## config.mk

```make
export PLATFORM = sky130hd
export DESIGN_NAME = pso_div_pipe
export DESIGN_NICKNAME = d
export VERILOG_FILES = /design/src/hw/rtl/pso_div_pipe.sv
export SDC_FILE = /design/constraint.sdc
export NUM_CORES = 2
export LEC_CHECK = 0
export BUFFER_PORTS_ARGS = -buffer_cell sky130_fd_sc_hd__buf_2
export CAP_MARGIN = 5
export CORE_ASPECT_RATIO = 0.6
export CORE_MARGIN = 4
export CORE_UTILIZATION = 50
export DETAILED_ROUTE_END_ITERATION = 7
export PLACE_DENSITY = 0.65
export SYNTH_ARGS = -nofsm -noshare
export SYNTH_HDL_FRONTEND = slang
export SYNTH_SLANG_ARGS = --single-unit
```

## constraint.sdc

```tcl
create_clock -name clk -period 7.65 [get_ports clk]
set_input_delay 0.765 -clock clk [delete_from_list [all_inputs] [get_ports clk]]
set_output_delay 0.765 -clock clk [all_outputs]
set_load 0.01 [all_outputs]
```

## src/hw/rtl/pso_div_pipe.sv

```systemverilog
// Pipelined restoring divider, one quotient bit per register stage.
// Stand-alone; used by pixel_strip_overlap_area for tan, sec and corner areas.
module pso_div_pipe #(
	parameter int DEN_W  = 32,
	parameter int QUO_W  = 32,
	parameter int SIDE_W = 1
) (
	input  logic              clk,
	input  logic              arst_n,
	input  logic              in_vld,
	input  logic [DEN_W-1:0]  rem_in,   // upper numerator bits, must be below den
	input  logic [QUO_W-1:0]  lo_in,    // lower numerator bits
	input  logic [DEN_W-1:0]  den,
	input  logic [SIDE_W-1:0] side_in,
	output logic              out_vld,
	output logic [QUO_W-1:0]  quo,
	output logic [SIDE_W-1:0] side_out
);

	logic              vld_s  [QUO_W+1];
	logic [DEN_W-1:0]  rem_s  [QUO_W+1];
	logic [QUO_W-1:0]  lo_s   [QUO_W+1];
	logic [DEN_W-1:0]  den_s  [QUO_W+1];
	logic [SIDE_W-1:0] side_s [QUO_W+1];

	assign vld_s[0]  = in_vld;
	assign rem_s[0]  = rem_in;
	assign lo_s[0]   = lo_in;
	assign den_s[0]  = den;
	assign side_s[0] = side_in;

	for (genvar i = 0; i < QUO_W; i++) begin : g_stage
		logic [DEN_W:0] t;
		logic [DEN_W:0] diff;
		logic           ge;

		always_comb begin
			t    = {rem_s[i], lo_s[i][QUO_W-1]};
			diff = t - {1'b0, den_s[i]};
			ge   = t >= {1'b0, den_s[i]};
		end

		always_ff @(posedge clk or negedge arst_n) begin
			if (!arst_n) begin
				vld_s[i+1] <= 1'b0;
			end else begin
				vld_s[i+1] <= vld_s[i];
			end
		end

		always_ff @(posedge clk) begin
			rem_s[i+1]  <= ge ? diff[DEN_W-1:0] : t[DEN_W-1:0];
			lo_s[i+1]   <= {lo_s[i][QUO_W-2:0], ge};
			den_s[i+1]  <= den_s[i];
			side_s[i+1] <= side_s[i];
		end
	end

	assign out_vld  = vld_s[QUO_W];
	assign quo      = lo_s[QUO_W];
	assign side_out = side_s[QUO_W];

endmodule

```

==> impl_metrics.py <==
metrics = {
    "worst_hold_path": {
        "hold_path.class": "input port to flop",
        "hold_start": "lo_in[13]",
    },
    "power_and_ir_drop": {
        "pwr-share-comb_pct": 45.9,
        "power.density_nw_per_um2": 507,
        "vdd_ir_drop_max_v": 0.000258,
        "power.total_mw": 71.6,
        "clkPwrFrac_pct": 20.8,
        "p_switching_mw": 27.7,
        "p_seq_share_pct": 33.3,
        "p_int_mw": 43.8,
        "netSwitchingFraction_pct": 38.8,
        "p_leak_nw": 65.0,
    },
    "floorplanning": {
        "chipHeight_um": 398,
        "die_x_um": 658,
        "rows": 142,
        "ios": 134,
        "die-area_um2": 262000,
        "start_util_pct": 50.5,
        "core_area_um2": 251000,
    },
    "synth": {
        "synth_cell_types": 92,
        "async_flop_share_pct": 1.04,
        "yosys_warnings": 0,
        "syn_avg_cell_area_um2": 9.74,
        "syn-num-nets": 14162,
        "synth_edf_count": 0,
        "netlist_area_um2": 127000,
        "syn_inst": 13007,
        "ys.flop_type": "dfxtp_1",
        "ys_seq_elements": 3072,
        "synth_seq_area_share_pct": 48.7,
    },
    "timing": {
        "max_freq_mhz": 207,
        "min_period_ns": 4.83,
        "period_share_pct": 63.2,
        "drv_slew": 0,
        "whs_ns": 0.0606,
        "rsz0062_at_grt": "no",
        "final-setup-viol-count": 0,
        "max-slew-margin-rel_pct": 11.7,
        "tightest_slew_ns": 1.32,
        "finClkSkew_ns": 0.0481,
        "finalHoldViolations": 0,
        "fin_setup_tns_ns": 0,
    },
    "finish": {
        "layoutNonFillerInstCount": 16782,
        "fill_cells": 21959,
        "fin_util_pct": 56.2,
        "final_nets": 14337,
        "area_growth_pct": 11.3,
        "drive_above_1_share_pct": 8.10,
    },
    "flow_run": {
        "maxCapViolations": 0,
    },
    "clock_tree": {
        "clk_pin_slew_ns": 0.07,
        "htree_levels": 5,
        "cts_max_path_buffers": 4,
        "ctsResizeCount": 0,
        "clk_latency_ns": 0.86,
        "cts_tree": "yes",
        "clock_sinks": 3072,
        "root_buffer": "clkbuf_16",
        "numCtsBuffers": 288,
    },
    "critical_path": {
        "crit_path_max_fanout": 35,
        "r2r_end": "g_stage[2].t[7]",
        "critPathLaunchType": "flop",
        "ff2ff_path_depth": 12,
        "reg2reg_slack_ns": 2.82,
        "endpoint_kind": "flop",
        "cp-endpoint": "g_stage[2].t[7]",
        "reg2reg_from": "den_s[1000]",
        "worst_ep_required_time_ns": 8.34,
        "crit_arrival_ns": 5.52,
        "crit_start": "den_s[1000]",
        "crit_type": "flop to flop",
    },
    "routing": {
        "drtIter0Drc": 7940,
        "totalWireLength_um": 317000,
        "routed_via_density": 5.41,
        "ant_nets": 0,
        "routedWlPerCell_um": 18.9,
        "drc": 0,
        "drt_first_pass_iters": 8,
        "vias": 90766,
    },
    "grt": {
        "antenna_found_initial": 18,
        "grt_pass1_wl_um": 494000,
        "track_usage_pct": 23.6,
        "grt_start_max_net_pins": 64,
        "grt_overflow": 0,
        "grt_pass1_vias": 86554,
    },
    "placed_design": {
        "port_buffers": 133,
        "place_inst": 16227,
        "dp_hpwl_um": 247000,
        "gp_congestion": 0.973,
    },
    "run_status": {
        "outcome": "completed",
    },
}
final cells by class:
cell class,instances,area (um^2),area share (%)
Clock buffer,382,8180,5.80
Timing Repair Buffer,217,1420,1.01
Multi-Input combinational cell,8327,59100,41.9
Inverter,1276,4790,3.40
Tap cell,3384,4230,3.00
Antenna cell,4,10.0,0.00710
Sequential cell,3072,61700,43.7
Clock inverter,120,1720,1.22
cells in the mapped netlist, types with 27 or more instances:
cell      instances  area [um^2]
a211o_1          27          236
a31oi_1         113          707
xor2_1          343         3000
a211oi_1         80          601
clkbuf_1        260          976
dfrtp_1          32          801
o21ai_0         860         4300
dfxtp_1        3040        60900
and3_1          120          751
o211ai_1         56          420
buf_4            32          240
ha_1           1024        12800
nand2_1         924         3470
nor3_1          117          586
mux2_1           27          304
fa_1             31          621
nor2_1          634         2380
nor4_1           36          225
a21oi_1         992         4960
mux2i_1          29          290
o21a_1          138         1040
nand3_1         186          931
or2_2            29          181
a21o_1          520         3900
buf_2            30          150
nor2b_1         161         1010
o31a_1           47          412
or3_1            49          307
a31o_2           28          245
inv_1          1275         4790
a21boi_0         33          248
nand4_1         172         1080
o31ai_1          82          616
o21bai_1        103          773
mux2_2          352         3960
nand2b_1        132          826
xnor2_1         479         4200
and2_1           54          338
power groups by stage:
| stage | Sequential, mW | Clock (mW) | Combinational [mW] |
|---|---|---|---|
| after detailed placement | 24.1 | 0 | 32.1 |
| after global placement | 24.2 | 0 | 31.6 |
| after global routing | 24.2 | 16.0 | 36.5 |
| final | 23.8 | 14.9 | 32.8 |
| after CTS | 23.9 | 15.3 | 32.4 |
| after floorplan | 22.6 | 0 | 25.2 |
through the flow:
stage	instance area (um^2)	worst slack [ns]
floorplan	127000	4.05
global placement	131000	2.99
detailed placement	131000	2.96
CTS	141000	2.91
global route	141000	2.41
finish	141000	2.82
how the worst min path moves through the flow:
stage | slack (ns) | to | depth (start not counted)
2_1_floorplan | 0.31 | g_stage[10].t[0] | 0
3_3_place_gp | 0.31 | lo_s[49] | 0
3_5_place_dp | 0.31 | lo_s[739] | 0
4_1_cts | 0.002 | den_s[1011] | 1
5_1_grt | 0.02 | lo_s[1020] | 1
6_report | 0.06 | lo_s[1006] | 1
metal layers:
metal / track usage (%) / wire (um) / vias to the layer above
met5: 0 / 51 / -
met4: 4.52 / 5490 / 8
met3: 4.96 / 24000 / 423
met2: 34.1 / 128000 / 2535
met1: 36.0 / 160000 / 42559
li1: - / - / 45241
timing repair:
action	in CTS	in global routing
endpoints found under the setup margin	0	0
buffers inserted	0	0
hold endpoints to repair	80	0
hold buffers	49	0
sequential cells by signal (all words and copies together) (netlist names):
register / flops
out_vld: 1
side_out: 1
den_s: 992
g_stage.t: 1023
side_s: 31
lo_s: 961
quo: 32
vld_s: 31
critical path, cell delays in order, from the launching register on:
cell and delay [ns]:
dfxtp_1 0.33, inv_1 0.05, ha_1 0.39, a221oi_1 0.29, o21ai_0 0.19, a311o_1 0.39
o311ai_0 0.70, o221ai_1 0.36, nor4b_1 0.46, or2_2 0.21, o211a_1 0.72, buf_4 0.42
o21ai_0 0.16
cells by family after synthesis:
logic type / share of synthesized area (%)
AOI/OAI and AO/OA: 16.6
DFF: 48.7
and+or+nand+nor: 9.94
buffers and inverters: 4.91
adders and majority gates: 10.6
xor gates and xnor gates: 5.68
muxes: 3.60
cell usage in the layout, fill, tap and decap left out, types with 54 or more instances in the layout:
cell type / Yosys / routed
a211oi_1: 80 / 80
a21o_1: 520 / 520
a21oi_1: 992 / 989
a31oi_1: 113 / 110
and2_1: 54 / 54
and3_1: 120 / 120
buf_2: 30 / 133
clkbuf_16: 0 / 297
dfxtp_1: 3040 / 3040
ha_1: 1024 / 1024
inv_1: 1275 / 1275
mux2_2: 352 / 352
nand2_1: 924 / 923
nand2b_1: 132 / 132
nand3_1: 186 / 186
nand4_1: 172 / 172
nor2_1: 634 / 632
nor2b_1: 161 / 161
nor3_1: 117 / 116
o211ai_1: 56 / 56
o21a_1: 138 / 137
o21ai_0: 860 / 860
o21bai_1: 103 / 103
o31ai_1: 82 / 80
xnor2_1: 479 / 479
xor2_1: 343 / 343
No activity file was read; power rests on OpenSTA's default activity.
